### config.mk
export PLATFORM = sky130hd
export DESIGN_NAME = utf8_stream_validator
export DESIGN_NICKNAME = d
export VERILOG_FILES = /design/src/rtl/u8v_pkg.sv /design/src/rtl/utf8_stream_validator.sv
export SDC_FILE = /design/constraint.sdc
export NUM_CORES = 1
export LEC_CHECK = 0
export ABC_CLOCK_PERIOD_IN_PS = 6100
export BUFFER_PORTS_ARGS = -buffer_cell sky130_fd_sc_hd__buf_4
export CAP_MARGIN = 40
export CELL_PAD_IN_SITES_DETAIL_PLACEMENT = 1
export CELL_PAD_IN_SITES_GLOBAL_PLACEMENT = 2
export CORE_AREA = 2 2 98 195
export CTS_BUF_LIST = sky130_fd_sc_hd__clkbuf_8
export CTS_CLUSTER_DIAMETER = 120
export DETAILED_ROUTE_END_ITERATION = 6
export DIE_AREA = 0 0 100 197
export GPL_ROUTABILITY_DRIVEN = 0
export HOLD_SLACK_MARGIN = 0.02
export PLACE_DENSITY_LB_ADDON = 0.1
export SYNTH_ARGS = -nofsm -noshare
export SYNTH_HDL_FRONTEND = slang
export SYNTH_SLANG_ARGS = --single-unit
### constraint.sdc
create_clock -name clk -period 6.1 [get_ports clk]
set_input_delay 0.305 -clock clk [delete_from_list [all_inputs] [get_ports clk]]
set_output_delay 0.305 -clock clk [all_outputs]
set_load 0.02 [all_outputs]
### src/rtl/u8v_pkg.sv
// ----------------------------------------------------------------------------
// u8v_pkg
// Shared constants for the UTF-8 stream validator: byte class limits,
// register widths and the layout of the result side-band bits.
// ----------------------------------------------------------------------------
package u8v_pkg;

  // widths fixed by the stream format
  localparam int unsigned BYTE_BITS      = 8;
  localparam int unsigned BUDGET_BITS    = 16;
  localparam int unsigned FAULT_POS_BITS = 16;
  localparam int unsigned DUE_BITS       = 2;

  // default width of the position counters
  localparam int unsigned POSITION_BITS_DEF = 16;

  // byte budget after reset
  localparam logic [BUDGET_BITS-1:0] BUDGET_RESET = 16'hFFFF;

  // byte class limits
  localparam logic [BYTE_BITS-1:0] ASCII_LIMIT = 8'h80;  // first non-ascii byte
  localparam logic [BYTE_BITS-1:0] LEAD2_MAX   = 8'hDF;  // last 2-byte lead
  localparam logic [BYTE_BITS-1:0] LEAD3_MAX   = 8'hEF;  // last 3-byte lead
  localparam logic [BYTE_BITS-1:0] LEAD4_MAX   = 8'hF7;  // last 4-byte lead
  localparam logic [BYTE_BITS-1:0] CONT_MASK   = 8'hC0;  // continuation check mask
  localparam logic [BYTE_BITS-1:0] CONT_TAG    = 8'h80;  // continuation pattern
  localparam logic [BYTE_BITS-1:0] NUL_BYTE    = 8'h00;

  // continuations due after a lead
  localparam logic [DUE_BITS-1:0] DUE_NONE = 2'd0;
  localparam logic [DUE_BITS-1:0] DUE_ONE  = 2'd1;
  localparam logic [DUE_BITS-1:0] DUE_TWO  = 2'd2;
  localparam logic [DUE_BITS-1:0] DUE_THREE = 2'd3;

  // result tuser bit positions
  localparam int unsigned OUT_USER_BITS   = 4;
  localparam int unsigned USR_FINISHED    = 0;
  localparam int unsigned USR_VALID_RES   = 1;
  localparam int unsigned USR_ALL_ASCII   = 2;
  localparam int unsigned USR_FAULT_VALID = 3;

endpackage

### src/rtl/utf8_stream_validator.sv
// ----------------------------------------------------------------------------
// utf8_stream_validator
// Byte-serial lenient UTF-8 framing check with verdict, ascii flag and
// position of the last multibyte lead on failure.
// ----------------------------------------------------------------------------
// One byte is taken per clock cycle and every accepted byte yields exactly one
// result transaction, in the next cycle, from a result register. The scan
// state is updated by combinational logic on each accepted byte, so the
// input keeps taking a byte per cycle as long as the result side takes its
// transactions; when the result side stalls, in_tready drops until the held
// result is taken. Setting the tuser bit of a byte starts a new string. Once a
// verdict is settled (NUL at a sequence boundary, byte budget reached, or a
// framing fault) it is repeated with finished set until the next string. The
// user writes the byte budget via cfg_wr_en/cfg_wr_data while idle (unenforced).
module utf8_stream_validator #(
  parameter int unsigned POSITION_BITS = u8v_pkg::POSITION_BITS_DEF
) (
  input  logic                               clk,
  input  logic                               rst_n,
  // configuration
  input  logic                               cfg_wr_en,
  input  logic [u8v_pkg::BUDGET_BITS-1:0]    cfg_wr_data,    // byte_budget
  // byte stream in
  input  logic                               in_tvalid,
  output logic                               in_tready,
  input  logic [u8v_pkg::BYTE_BITS-1:0]      in_tdata,       // [7:0] data_byte
  input  logic [0:0]                         in_tuser,       // [0] first_byte
  // result stream out
  output logic                               out_tvalid,
  input  logic                               out_tready,
  output logic [u8v_pkg::FAULT_POS_BITS-1:0] out_tdata,      // [15:0] fault_pos
  output logic [u8v_pkg::OUT_USER_BITS-1:0]  out_tuser       // [0] finished,
                                                             // [1] valid_res,
                                                             // [2] all_ascii,
                                                             // [3] fault_pos_valid
);

  localparam int unsigned CMP_W = ((POSITION_BITS > u8v_pkg::BUDGET_BITS) ?
                                   POSITION_BITS : u8v_pkg::BUDGET_BITS) + 2;
  localparam logic [POSITION_BITS-1:0] POS_MAX = {POSITION_BITS{1'b1}};

  // configuration and scan state
  logic [u8v_pkg::BUDGET_BITS-1:0] budget_r;
  logic [u8v_pkg::DUE_BITS-1:0]    due_r,   due_nxt;
  logic                            ascii_r, ascii_nxt;
  logic [POSITION_BITS-1:0]        pos_r,   pos_nxt;
  logic [POSITION_BITS-1:0]        lead_r,  lead_nxt;
  logic                            seen_r,  seen_nxt;
  logic                            done_r,  done_nxt;
  logic                            ok_r,    ok_nxt;

  // result register
  logic                                out_valid_r;
  logic [u8v_pkg::FAULT_POS_BITS-1:0]  out_pos_r, out_pos_nxt;
  logic [u8v_pkg::OUT_USER_BITS-1:0]   out_user_r, out_user_nxt;

  logic                        in_acc;
  logic                        first;
  logic [u8v_pkg::BYTE_BITS-1:0] b;
  logic [CMP_W-1:0]            count_w;
  logic [CMP_W-1:0]            budget_w;
  logic [CMP_W-1:0]            need_w;
  logic [u8v_pkg::DUE_BITS-1:0] lead_due;
  logic [u8v_pkg::DUE_BITS-1:0] due_dec;
  logic                        bad;
  logic [CMP_W-1:0]            lead_ext;

  // handshake
  assign in_tready  = !out_valid_r || out_tready;
  assign in_acc     = in_tvalid && in_tready;
  assign out_tvalid = out_valid_r;
  assign out_tdata  = out_pos_r;
  assign out_tuser  = out_user_r;

  assign first = in_tuser[0];
  assign b     = in_tdata;

  // next scan state for the byte at the input
  always_comb begin
    // a new string starts from a clean scan
    if (first) begin
      due_nxt   = u8v_pkg::DUE_NONE;
      ascii_nxt = 1'b1;
      pos_nxt   = '0;
      lead_nxt  = '0;
      seen_nxt  = 1'b0;
      done_nxt  = 1'b0;
      ok_nxt    = 1'b1;
    end else begin
      due_nxt   = due_r;
      ascii_nxt = ascii_r;
      pos_nxt   = pos_r;
      lead_nxt  = lead_r;
      seen_nxt  = seen_r;
      done_nxt  = done_r;
      ok_nxt    = ok_r;
    end

    count_w  = CMP_W'(pos_nxt) + CMP_W'(1);
    budget_w = CMP_W'(budget_r);

    if (b <= u8v_pkg::LEAD2_MAX) begin
      lead_due = u8v_pkg::DUE_ONE;
    end else if (b <= u8v_pkg::LEAD3_MAX) begin
      lead_due = u8v_pkg::DUE_TWO;
    end else begin
      lead_due = u8v_pkg::DUE_THREE;
    end
    need_w  = count_w + CMP_W'(lead_due);
    due_dec = due_nxt - u8v_pkg::DUE_ONE;

    if (!done_nxt) begin
      if (due_nxt == u8v_pkg::DUE_NONE) begin
        // sequence boundary
        if (b == u8v_pkg::NUL_BYTE) begin
          done_nxt = 1'b1;
          ok_nxt   = 1'b1;
        end else if (b < u8v_pkg::ASCII_LIMIT) begin
          if (count_w >= budget_w) begin
            done_nxt = 1'b1;
            ok_nxt   = 1'b1;
          end
        end else begin
          ascii_nxt = 1'b0;
          lead_nxt  = pos_nxt;
          seen_nxt  = 1'b1;
          if (b > u8v_pkg::LEAD4_MAX) begin
            done_nxt = 1'b1;
            ok_nxt   = 1'b0;
          end else if (need_w > budget_w && need_w > CMP_W'(1)) begin
            // sequence would run past the budget
            done_nxt = 1'b1;
            ok_nxt   = 1'b0;
          end else begin
            due_nxt = lead_due;
          end
        end
      end else begin
        // inside a sequence
        if ((b & u8v_pkg::CONT_MASK) != u8v_pkg::CONT_TAG) begin
          done_nxt = 1'b1;
          ok_nxt   = 1'b0;
        end else begin
          due_nxt = due_dec;
          if (due_dec == u8v_pkg::DUE_NONE && count_w >= budget_w) begin
            done_nxt = 1'b1;
            ok_nxt   = 1'b1;
          end
        end
      end
      // saturating byte count
      if (pos_nxt != POS_MAX) begin
        pos_nxt = pos_nxt + POSITION_BITS'(1);
      end
    end

    // result fields from the updated state
    bad      = done_nxt && !ok_nxt;
    lead_ext = CMP_W'(lead_nxt);
    out_user_nxt = '0;
    out_user_nxt[u8v_pkg::USR_FINISHED]    = done_nxt;
    out_user_nxt[u8v_pkg::USR_VALID_RES]   = !bad;
    out_user_nxt[u8v_pkg::USR_ALL_ASCII]   = ascii_nxt;
    out_user_nxt[u8v_pkg::USR_FAULT_VALID] = bad && seen_nxt;
    out_pos_nxt = (bad && seen_nxt) ? lead_ext[u8v_pkg::FAULT_POS_BITS-1:0] : '0;
  end

  // state, configuration and result registers
  always_ff @(posedge clk) begin
    if (!rst_n) begin
      budget_r    <= u8v_pkg::BUDGET_RESET;
      due_r       <= u8v_pkg::DUE_NONE;
      ascii_r     <= 1'b1;
      pos_r       <= '0;
      lead_r      <= '0;
      seen_r      <= 1'b0;
      done_r      <= 1'b0;
      ok_r        <= 1'b1;
      out_valid_r <= 1'b0;
    end else begin
      if (cfg_wr_en) begin
        budget_r <= cfg_wr_data;
      end
      if (in_acc) begin
        due_r       <= due_nxt;
        ascii_r     <= ascii_nxt;
        pos_r       <= pos_nxt;
        lead_r      <= lead_nxt;
        seen_r      <= seen_nxt;
        done_r      <= done_nxt;
        ok_r        <= ok_nxt;
        out_valid_r <= 1'b1;
      end else if (out_tready) begin
        out_valid_r <= 1'b0;
      end
    end
  end

  // result payload, loaded with each transaction
  always_ff @(posedge clk) begin
    if (in_acc) begin
      out_pos_r  <= out_pos_nxt;
      out_user_r <= out_user_nxt;
    end
  end

endmodule

# Word level (Yosys, flattened, before mapping)
# Index checks and enable logic that the tools add are counted.
# totals
register_bits	75
in_bits	30
out_inout_bits	22
# op_classes
addsub	4
n_lt_le_gt_ge	7
n_eq_ne	2
muxes	50
n_reduce_logical	13
# op_table
cell	count
$mux W16	8
$mux W1	33
$add A17 B2 Y18	1
$gt A18 B1 Y1 const B	1
$gt A18 B16 Y1	1
$mux W2	9
$add A16 B1 Y17 const B	1
$ge A17 B16 Y1	1
$add A16 B1 Y16 const B	1
$le A8 B8 Y1 const B	2
$ne A16 B16 Y1 const B	1
$gt A8 B8 Y1 const B	1
$logic_not A8 Y1	1
$lt A8 B8 Y1 const B	1
$logic_and A1 B1 Y1	5
$logic_not A2 Y1	2
$logic_not A1 Y1	3
$ne A2 B2 Y1 const B	1
$reduce_bool A2 Y1	1
$sub A2 B1 Y2 const B	1
$logic_or A1 B1 Y1	1

# Logic depth before layout (Yosys ltp)
# Gate-level depths: netlist (run 1).
# depth
word_depth	15
ltp_mapped	25
mapped_depth_nobuf	20

# Worst setup path before layout (run 1)
# OpenSTA, ideal clock, no wires.
# synth_timing
kind	input to register
startpoint	in in_tuser
endpoint	reg out_pos_r, in the netlist out_tdata[10], data pin
setup_time_ns	0.281
arrival_time_ns	4.812
setup_slack_ns	1.008
stages	25
path_cell_list	buf_6 > buf_2 > clkbuf_1 > nor2b_1 > ha_1 > buf_2 > nand3_1 > mux2_2 > o211ai_2 > or3_1 > inv_1 > and3_1 > xor2_1 > ha_1 > a21o_1 > a21o_1 > a21o_1 > a21o_1 > a21o_1 > a211oi_1 > a21o_1 > o21ai_2 > a211oi_4 > buf_6 > nor4_2
# synth_via
elab_chain_cells	14
elab_cells_between_ends	45
# synth_rtl
element	line	rtl
start, declared	utf8_stream_validator.sv:27	input logic [0:0] in_tuser,
$mux W16	utf8_stream_validator.sv:81	if (first) begin
$add A16 B1 Y17	utf8_stream_validator.sv:99	count_w = CMP_W'(pos_nxt) + CMP_W'(1);
$add A17 B2 Y18	utf8_stream_validator.sv:109	need_w = count_w + CMP_W'(lead_due);
$gt A18 B16 Y1 / $gt A18 B1 Y1 (equally long branches)	utf8_stream_validator.sv:130	end else if (need_w > budget_w && need_w > CMP_W'(1)) begin
$logic_and A1 B1 Y1	utf8_stream_validator.sv:130	
$mux W1	utf8_stream_validator.sv:130	
$mux W1	utf8_stream_validator.sv:127	if (b > u8v_pkg::LEAD4_MAX) begin
$mux W1	utf8_stream_validator.sv:118	end else if (b < u8v_pkg::ASCII_LIMIT) begin
$mux W1	utf8_stream_validator.sv:115	if (b == u8v_pkg::NUL_BYTE) begin
$mux W1	utf8_stream_validator.sv:113	if (due_nxt == u8v_pkg::DUE_NONE) begin
$mux W1	utf8_stream_validator.sv:112	if (!done_nxt) begin
$logic_not A1 Y1	utf8_stream_validator.sv:158	bad = done_nxt && !ok_nxt;
$logic_and A1 B1 Y1	utf8_stream_validator.sv:158	
$logic_and A1 B1 Y1	utf8_stream_validator.sv:165	out_pos_nxt = (bad && seen_nxt) ? lead_ext[u8v_pkg::FAULT_POS_BITS-1:0] : '0;
end signal, assigned	utf8_stream_validator.sv:202	out_pos_r <= out_pos_nxt;
end, declared	utf8_stream_validator.sv:54	logic [u8v_pkg::FAULT_POS_BITS-1:0] out_pos_r, out_pos_nxt;
# Several ways; a longest one is shown, not always the timed one.
# A chain may end at the register's enable or synchronous reset.

# Worst setup path in the final report (run 1)
# layout_timing
startpoint	reg pos_r[0]
endpoint	reg out_pos_r, in the netlist out_tdata[8], data pin
# layout_via
elab_chain_cells	14
elab_cells_between_ends	29
# layout_rtl
element	line	rtl
start, declared	utf8_stream_validator.sv:46	logic [POSITION_BITS-1:0] pos_r, pos_nxt;
start signal, assigned	utf8_stream_validator.sv:187	pos_r <= pos_nxt;
$mux W16 (*)	utf8_stream_validator.sv:81	
$add A16 B1 Y17 (*)	utf8_stream_validator.sv:99	
$add A17 B2 Y18	utf8_stream_validator.sv:109	
$gt A18 B16 Y1 / $gt A18 B1 Y1 (equally long branches)	utf8_stream_validator.sv:130	
$logic_and A1 B1 Y1	utf8_stream_validator.sv:130	
$mux W1	utf8_stream_validator.sv:130	
$mux W1	utf8_stream_validator.sv:127	
$mux W1	utf8_stream_validator.sv:118	
$mux W1	utf8_stream_validator.sv:115	
$mux W1	utf8_stream_validator.sv:113	
$mux W1	utf8_stream_validator.sv:112	
$logic_not A1 Y1	utf8_stream_validator.sv:158	
$logic_and A1 B1 Y1 (*)	utf8_stream_validator.sv:158	
$logic_and A1 B1 Y1 (*)	utf8_stream_validator.sv:165	
# Every way passes the cells marked *; elsewhere a longest branch is shown, timed or not.

==> results of run 1 <==
-- power groups by stage --
| stage | Sequential (uW) | Clock, uW | Combinational [uW] |
|---|---|---|---|
| after floorplan | 558 | 0 | 110 |
| after global placement | 552 | 0 | 184 |
| after detailed placement | 552 | 0 | 192 |
| after CTS | 541 | 503 | 193 |
| after global routing | 543 | 522 | 211 |
| final | 540 | 486 | 189 |
-- final timing paths --
kind	slack [ps]	end
hold / removal	140	budget_r[1]
setup / recovery	500	out_tdata[8]
hold reg to reg	460	due_r[1]
setup reg to reg	500	out_tdata[8]
-- area by class of cell --
cell class / count / area [um2] / area share
Multi-Input combinational cell: 474 / 3370 / 0.547
Timing Repair Buffer: 60 / 474 / 0.0770
Clock buffer: 9 / 124 / 0.0201
Tap cell: 216 / 270 / 0.0439
Sequential cell: 75 / 1700 / 0.276
Inverter: 28 / 105 / 0.0171
Clock inverter: 7 / 116 / 0.0189
-- state kept, by name (all words and copies together), names as in the netlist --
name and flops:
due_r 2, pos_r 16, budget_r 16, ok_r 1
lead_r 16, seen_r 1, out_tuser 4, out_tvalid 1
done_r 1, ascii_r 1, out_tdata 16
-- metrics by stage --
step	hold slack [ps]	cell area (um2)
global route	135	6160
finish	142	6160
CTS	125	6160
detailed placement	446	5920
floorplan	430	5360
global placement	438	5880
-- kinds of logic (layout without fill, tap and decap cells) --
logic type / after synthesis / after routing
adder cells (fa/ha/maj): 38 / 38
XOR/XNOR: 21 / 21
flip-flops: 75 / 75
buffers and inverters: 67 / 104
AND/OR/NAND/NOR: 251 / 251
AO/OA/AOI/OAI: 154 / 154
multiplexers: 10 / 10
-- layer usage --
layer	track usage	up-vias	wire, um
li1	-	2305	-
met1	0.189	2307	6530
met2	0.367	73	10100
met3	0.0245	23	341
met4	0.0741	0	563
met5	0	-	0
-- worst max-delay path, cell delays in order, from the launching register on --
cell	delay [ps]
dfxtp_1	470
nor2b_1	370
ha_1	450
nand3_1	190
mux2_2	380
o211ai_2	200
or3_1	480
inv_1	100
and3_1	170
xor2_1	170
ha_1	270
a21o_1	160
a21o_1	170
a21o_1	170
a21o_1	170
a21o_1	200
a211oi_1	210
a21o_1	230
o21ai_2	140
a211oi_4	270
buf_4	270
nor4_2	70
-- placed cells by master, fill, tap and decap left out, types with 13 or more instances in the layout --
master,instances
nand2_1,68
inv_1,28
a22oi_1,16
nor2_1,38
dfxtp_1,55
ha_1,37
edfxtp_1,20
nand3_1,20
buf_4,58
o211ai_1,18
and3_1,13
a21boi_0,15
nor2b_1,30
a21oi_1,27
==> results.py, run 1 <==
metrics = {
    "run_status": {
        "outcome": "finished, final reports clean",
    },
    "timing": {
        "tightest_slew_ps": 798,
        "setup_slack_ps": 501,
        "min_period_ps": 5600,
        "grt_setup_unrepaired": "no",
        "clock_skew_ps": 14.0,
        "drv_slew": 0,
        "hold_viol_final": 0,
        "fin_crit_sh": 0.918,
        "setup_viol": 0,
        "tns_ps": 0,
        "max_freq_ghz": 0.179,
        "relSlewSlack": 0.466,
    },
    "floorplan": {
        "io_pins": 52,
        "dieArea_um2": 19700,
        "floorplan.initialDensity": 0.294,
        "die_h_um": 197,
        "die_w_um": 100,
        "rows": 70,
        "core_um2": 18200,
    },
    "synth": {
        "yosys.area_share.simple": 0.270,
        "synth_edf_count": 20,
        "synth_area_per_cell_um2": 8.71,
        "synth_top_family_by_area": "simple AND/OR/NAND/NOR gates",
        "ys.flop_type": "dfxtp_1",
        "yosys.area.top_type": "dfxtp_1",
        "synthesis.nets": 684,
        "synthArstFlopShare": 0,
        "syn_area_um2": 5360,
        "synth_cells": 616,
        "synth_xor_area_frac": 0.0371,
        "synth_common_cells": "nand2_1, dfxtp_1, nor2_1",
        "yosysWarningCount": 0,
        "synth_compound_area_frac": 0.210,
        "ys_seq_area_frac": 0.317,
        "synth_top_area_share": 0.205,
        "synthDistinctLibCells": 80,
        "synth.area.top_cells": "dfxtp_1, edfxtp_1, ha_1",
        "synth.most_common_cell": "nand2_1",
        "yosys-mux-area-fraction": 0.0210,
        "synth_fa_ha_area_frac": 0.0900,
        "yosys_register_bits": 75,
    },
    "detailed_routing": {
        "post_drt_wl_per_cell_um": 20.2,
        "ant_nets": 0,
        "drcViolationCount": 0,
        "via_per_inst": 5.42,
        "first_iter_violations": 147,
        "vias": 4708,
        "first_pass_iters": 4,
        "totalWireLength_mm": 17.6,
    },
    "global_routing": {
        "grt_pass1_wl_mm": 28.0,
        "overflow": 0,
        "grt_usage": 0.186,
        "grt_pass1_vias": 4947,
        "grt_max_degree": 59,
        "antenna_found_initial": 0,
    },
    "clock_network": {
        "clockBufferDepth": 2,
        "cts_made_buffers": 9,
        "cts_sinks": 75,
        "cts_htree_levels": 3,
        "postCtsSetupRepairBufs": 0,
        "cts_tree": "yes",
        "clk_latency_ps": 370,
        "cts-root-buf": "clkbuf_8",
        "path_clk_slew_ps": 90,
        "post_cts_resized": 0,
        "cts_hold_buf": 0,
    },
    "place": {
        "preCtsSetupSlack_ps": 394,
        "port_buffers": 51,
        "dp_cells": 853,
        "hpwl_mm": 13.6,
    },
    "setup_path": {
        "end_kind": "register",
        "reg2reg_depth": 21,
        "crit_type": "reg2reg",
        "cp.required_ps": 6210,
        "arrival_ps": 5710,
        "crit_fanout": 13,
        "timing.rr.start": "pos_r[0]",
        "startpoint": "pos_r[0]",
        "cp-start-kind": "register",
    },
    "finish": {
        "utilization": 0.338,
        "drive_above_1_share": 0.179,
        "nets": 716,
        "syn_to_final_growth_pct": 14.8,
        "fillers": 2162,
        "stdcell_count": 869,
        "insertedDiodeCount": 0,
    },
    "pwr": {
        "comb_power_share": 0.155,
        "switching_share": 0.281,
        "pwr-share-seq": 0.445,
        "p_clk_frac": 0.400,
        "p_total_uw": 1220,
        "p_int_uw": 873,
        "vdd.ir_drop.worst_mv": 0.0817,
        "pwr_density_cell_nw_per_um2": 197,
        "switching_power_uw": 342,
        "leakage_uw": 0.00262,
    },
    "hold_path": {
        "holdPathStages": 3,
        "min_from": "cfg_wr_data[1]",
        "hp-class": "in2reg",
    },
    "run": {
        "max_cap_violations": 0,
    },
}
No activity file was read; power rests on OpenSTA's default activity.
==> run 2, diff against run 1 <==
--- a/config.mk
+++ b/config.mk
@@ -10,11 +10,11 @@
 export CAP_MARGIN = 40
 export CELL_PAD_IN_SITES_DETAIL_PLACEMENT = 1
 export CELL_PAD_IN_SITES_GLOBAL_PLACEMENT = 2
-export CORE_AREA = 2 2 98 195
+export CORE_AREA = 10 10 139 154
 export CTS_BUF_LIST = sky130_fd_sc_hd__clkbuf_8
 export CTS_CLUSTER_DIAMETER = 120
 export DETAILED_ROUTE_END_ITERATION = 6
-export DIE_AREA = 0 0 100 197
+export DIE_AREA = 0 0 149 164
 export GPL_ROUTABILITY_DRIVEN = 0
 export HOLD_SLACK_MARGIN = 0.02
 export PLACE_DENSITY_LB_ADDON = 0.1
==> results.py, run 2 (synthesized netlist as in run 1, its figures left out) <==
metrics = {
    "timing": {
        "hold_viol_final": 0,
        "drv_slew": 0,
        "tightest_slew_ps": 828,
        "fin_crit_sh": 0.908,
        "grt_setup_unrepaired": "no",
        "max_freq_ghz": 0.181,
        "relSlewSlack": 0.446,
        "clock_skew_ps": 15.1,
        "setup_viol": 0,
        "min_period_ps": 5540,
        "tns_ps": 0,
    },
    "detailed_routing": {
        "drcViolationCount": 0,
        "first_pass_iters": 4,
        "ant_nets": 0,
        "via_per_inst": 5.21,
        "vias": 4671,
        "first_iter_violations": 182,
        "totalWireLength_mm": 16.7,
        "post_drt_wl_per_cell_um": 18.7,
    },
    "setup_path": {
        "reg2reg_depth": 21,
        "cpPeakStageDelay_ps": 470,
        "crit_slowest_cell": "dfxtp_1",
        "timing.rr.start": "pos_r[0]",
        "cp.required_ps": 6210,
        "crit_type": "reg2reg",
        "critPathMostFrequentCell": "a21o_1",
        "crit_fanout": 13,
        "r2r-end": "out_tdata[2]",
        "r2r_slack_ps": 560,
        "end_kind": "register",
        "cp-start-kind": "register",
        "arrival_ps": 5640,
        "crit_path_cell_trace": "nor2b_1, ha_1, nand3_1, mux2_2, o211ai_2, or3_1, inv_1, and3_1, xor2_1, ha_1, a21o_1, a21o_1, a21o_1, a21o_1, a21o_1, a211oi_1, a21o_1, o21ai_2, a211oi_4, buf_4, nor4_1",
    },
    "hold_path": {
        "holdPathStages": 3,
        "hp-class": "in2reg",
        "min_from": "cfg_wr_data[0]",
        "holdPathEnd": "budget_r[0]",
    },
    "global_routing": {
        "grt_pass1_wl_mm": 27.6,
        "grt_usage": 0.141,
        "overflow": 0,
        "antenna_found_initial": 0,
        "grt_max_degree": 59,
        "grt_pass1_vias": 5028,
    },
    "finish": {
        "stdcell_count": 897,
        "layout_commonest_cell": "nand2_1",
        "nets": 717,
        "insertedDiodeCount": 0,
        "multi_input_area_um2": 3370,
        "seqCellArea_um2": 1700,
        "fillers": 2139,
        "drive_above_1_share": 0.180,
        "final_cell_mix": "nand2_1, buf_4, dfxtp_1",
        "syn_to_final_growth_pct": 16.0,
    },
    "place": {
        "hpwl_mm": 12.8,
        "dp_cells": 881,
        "port_buffers": 51,
    },
    "clock_network": {
        "path_clk_slew_ps": 100,
        "clockBufferDepth": 2,
        "clk_latency_ps": 380,
        "cts_hold_buf": 0,
        "cts_htree_levels": 3,
        "cts_made_buffers": 9,
        "post_cts_resized": 0,
        "cts-root-buf": "clkbuf_8",
        "cts_sinks": 75,
        "postCtsSetupRepairBufs": 0,
        "cts_tree": "yes",
    },
    "floorplan": {
        "floorplan.initialDensity": 0.294,
        "core_um2": 18200,
        "die_h_um": 164,
        "dieArea_um2": 24400,
        "rows": 52,
        "io_pins": 52,
        "die_w_um": 149,
    },
    "pwr": {
        "vdd.ir_drop.worst_mv": 0.108,
        "leakage_uw": 0.00263,
        "pwr_density_cell_nw_per_um2": 202,
    },
    "run": {
        "max_cap_violations": 0,
    },
    "run_status": {
        "outcome": "finished, final reports clean",
    },
}
run 2: metal layers:
metal | track usage | share of wire | up-vias
li1 | - | - | 2314
met1 | 0.171 | 0.45 | 2273
met2 | 0.241 | 0.49 | 64
met3 | 0.0239 | 0.032 | 20
met4 | 0.0576 | 0.024 | 0
met5 | 0 | 0 | -
run 2: final cells by class:
cell class / instances / area share
clock inverters: 7 / 0.0227
flip-flops and latches: 75 / 0.273
well taps: 243 / 0.0488
multi-input cells: 474 / 0.541
clock buffers: 9 / 0.0199
repair buffers: 61 / 0.0774
inverters: 28 / 0.0169
run 2: through the flow:
step | util | setup slack (ps) | hold WS [ps] | total power (uW) | area, um2
2_1_floorplan | - | 1010 | 430 | 668 | 5360
3_3_place_gp | 0.325 | 673 | 436 | 734 | 5920
3_5_place_dp | 0.327 | 500 | 452 | 742 | 5960
4_1_cts | 0.342 | 520 | 112 | 1280 | 6220
5_1_grt | 0.342 | 113 | 130 | 1320 | 6220
6_report | 0.342 | 562 | 132 | 1260 | 6220
run 2: worst max path at each step:
stage / startpoint / to / slack, ps / cells past startpoint
final: pos_r[0] / out_tdata[2] / 560 / 21
after global routing: pos_r[0] / out_tdata[4] / 110 / 21
after CTS: pos_r[0] / out_tdata[2] / 520 / 21
after detailed placement: in_tuser / out_tdata[2] / 500 / 22
after global placement: in_tuser / out_tdata[4] / 670 / 22
after floorplan: in_tuser / out_tdata[10] / 1010 / 25
run 2: critical path, delay by kind of cell, from the launching register on:
family	cells	cell delay (ps)
compound gates	10	1910
fa+ha+maj	2	720
buf+inv	2	350
simple gates	5	1290
xor+xnor	1	160
mux	1	370
flops	1	470
run 2: where the power goes:
| part | internal [uW] | switching (uW) | total, uW |
|---|---|---|---|
| sequential | 529 | 10.7 | 540 |
| clock | 314 | 218 | 532 |
| combinational | 72.1 | 114 | 186 |
==> run 3, diff against run 2 <==
--- a/config.mk
+++ b/config.mk
@@ -18,6 +18,7 @@
 export GPL_ROUTABILITY_DRIVEN = 0
 export HOLD_SLACK_MARGIN = 0.02
 export PLACE_DENSITY_LB_ADDON = 0.1
+export RECOVER_POWER = 50
 export SYNTH_ARGS = -nofsm -noshare
 export SYNTH_HDL_FRONTEND = slang
 export SYNTH_SLANG_ARGS = --single-unit
==> results.py, run 3 (synthesized netlist as in run 1, its figures left out) <==
metrics = {
    "run_status": {
        "outcome": "finished with violations",
        "failed_checks": "max-capacitance violations, max-slew violations",
    },
    "timing": {
        "setup_slack_ps": 551,
        "fin_crit_sh": 0.910,
        "grt_setup_unrepaired": "no",
        "clock_skew_ps": 15.1,
        "tightest_slew_ps": 2440,
        "tns_ps": 0,
        "setup_viol": 0,
        "hold_viol_final": 0,
        "relSlewSlack": -0.628,
        "max_freq_ghz": 0.180,
        "min_period_ps": 5550,
        "drv_slew": 59,
    },
    "setup_path": {
        "arrival_ps": 5650,
        "end_kind": "register",
        "cp.required_ps": 6210,
        "crit_slowest_cell": "dfxtp_1",
        "critPathMostFrequentCell": "a21o_1",
        "cp-start-kind": "register",
        "crit_type": "reg2reg",
        "crit_path_cell_trace": "nor2b_1, ha_1, nand3_1, mux2_2, o211ai_2, or3_1, inv_1, and3_1, xor2_1, ha_1, a21o_1, a21o_1, a21o_1, a21o_1, a21o_1, a211oi_1, a21o_1, o21ai_2, a211oi_4, buf_4, nor4_1",
        "crit_fanout": 13,
        "cpPeakStageDelay_ps": 470,
    },
    "floorplan": {
        "die_h_um": 164,
        "die_w_um": 149,
        "dieArea_um2": 24400,
        "io_pins": 52,
        "floorplan.initialDensity": 0.294,
        "core_um2": 18200,
        "rows": 52,
    },
    "clock_network": {
        "post_cts_resized": 0,
        "cts_made_buffers": 9,
        "cts-root-buf": "clkbuf_8",
        "clk_latency_ps": 380,
        "cts_tree": "yes",
        "postCtsSetupRepairBufs": 0,
        "cts_htree_levels": 3,
        "path_clk_slew_ps": 100,
        "cts_sinks": 75,
        "clockBufferDepth": 2,
        "cts_hold_buf": 0,
    },
    "finish": {
        "seqCellArea_um2": 1700,
        "utilization": 0.336,
        "nets": 717,
        "fin_area_um2": 6110,
        "drive_above_1_share": 0.144,
        "layout_commonest_cell": "nand2_1",
        "insertedDiodeCount": 0,
        "final_cell_mix": "nand2_1, dfxtp_1, nor2_1",
        "syn_to_final_growth_pct": 14.0,
        "multi_input_area_um2": 3370,
        "fillers": 2148,
    },
    "pwr": {
        "switching_power_uw": 343,
        "leakage_uw": 0.00254,
        "comb_power_share": 0.143,
        "p_clk_frac": 0.426,
        "p_int_uw": 908,
        "vdd.ir_drop.worst_mv": 0.108,
        "switching_share": 0.274,
        "p_total_uw": 1250,
        "pwr-share-seq": 0.432,
        "pwr_density_cell_nw_per_um2": 205,
    },
    "global_routing": {
        "grt_usage": 0.141,
        "overflow": 0,
        "grt_pass1_wl_mm": 27.6,
        "antenna_found_initial": 0,
        "grt_max_degree": 59,
        "grt_pass1_vias": 5028,
    },
    "place": {
        "preCtsSetupSlack_ps": 500,
        "place_area_um2": 5960,
        "port_buffers": 51,
        "hpwl_mm": 12.8,
    },
    "detailed_routing": {
        "drcViolationCount": 0,
        "ant_nets": 0,
        "vias": 4707,
        "via_per_inst": 5.25,
        "first_iter_violations": 180,
        "first_pass_iters": 4,
        "post_drt_wl_per_cell_um": 18.8,
        "totalWireLength_mm": 16.8,
    },
    "hold_path": {
        "hp-class": "in2reg",
    },
    "run": {
        "max_cap_violations": 1,
    },
}
==> run 3: cell types whose count changed in the layout (fill, tap and decap cells not counted) <==
| cell | delta |
|---|---|
| buf_4 | -23 |
| buf_16 | -1 |
| clkbuf_1 | +24 |
==> run 3: final timing paths <==
path	from	end	slack, ps	cells after the start
max	pos_r[0]	out_tdata[2]	550	21
min	cfg_wr_data[0]	budget_r[0]	130	3
max reg2reg	pos_r[0]	out_tdata[2]	550	21
min reg2reg	due_r[1]	due_r[1]	460	2
==> run 3: through the flow <==
step | hold slack (ps) | cells
2_1_floorplan | 430 | 616
3_3_place_gp | 436 | 879
4_1_cts | 112 | 897
3_5_place_dp | 452 | 881
6_report | 133 | 897
5_1_grt | 130 | 897
==> run 3: area by class of cell <==
cell class / instances / area share
multi-input cells: 474 / 0.551
flip-flops and latches: 75 / 0.278
repair buffers: 61 / 0.0608
well taps: 243 / 0.0497
clock inverters: 7 / 0.0231
clock buffers: 9 / 0.0203
inverters: 28 / 0.0172
==> run 3: critical path, delay by kind of cell (launching register included) <==
kind                       cells  cell delay [ps]
AOI/OAI and AO/OA             10             1900
and+or+nand+nor                5             1290
muxes                          1              370
DFF                            1              470
buffers and inverters          2              360
xor gates and xnor gates       1              160
adders and majority gates      2              720
==> run 3: power groups by stage <==
stage                     registers, uW  logic, uW  clock network (uW)
after floorplan                     558        110                   0
after global placement              551        182                   0
after detailed placement            552        190                   0
after CTS                           540        190                 549
after global routing                543        201                 569
final                               540        178                 532
==> run 3: metal layers <==
metal  vias to the layer above  track usage  share of wire
met4                         0       0.0576          0.024
met2                        75        0.241           0.49
met3                        20       0.0239          0.037
met1                      2305        0.171           0.45
met5                         -            0              0
li1                       2307            -              -
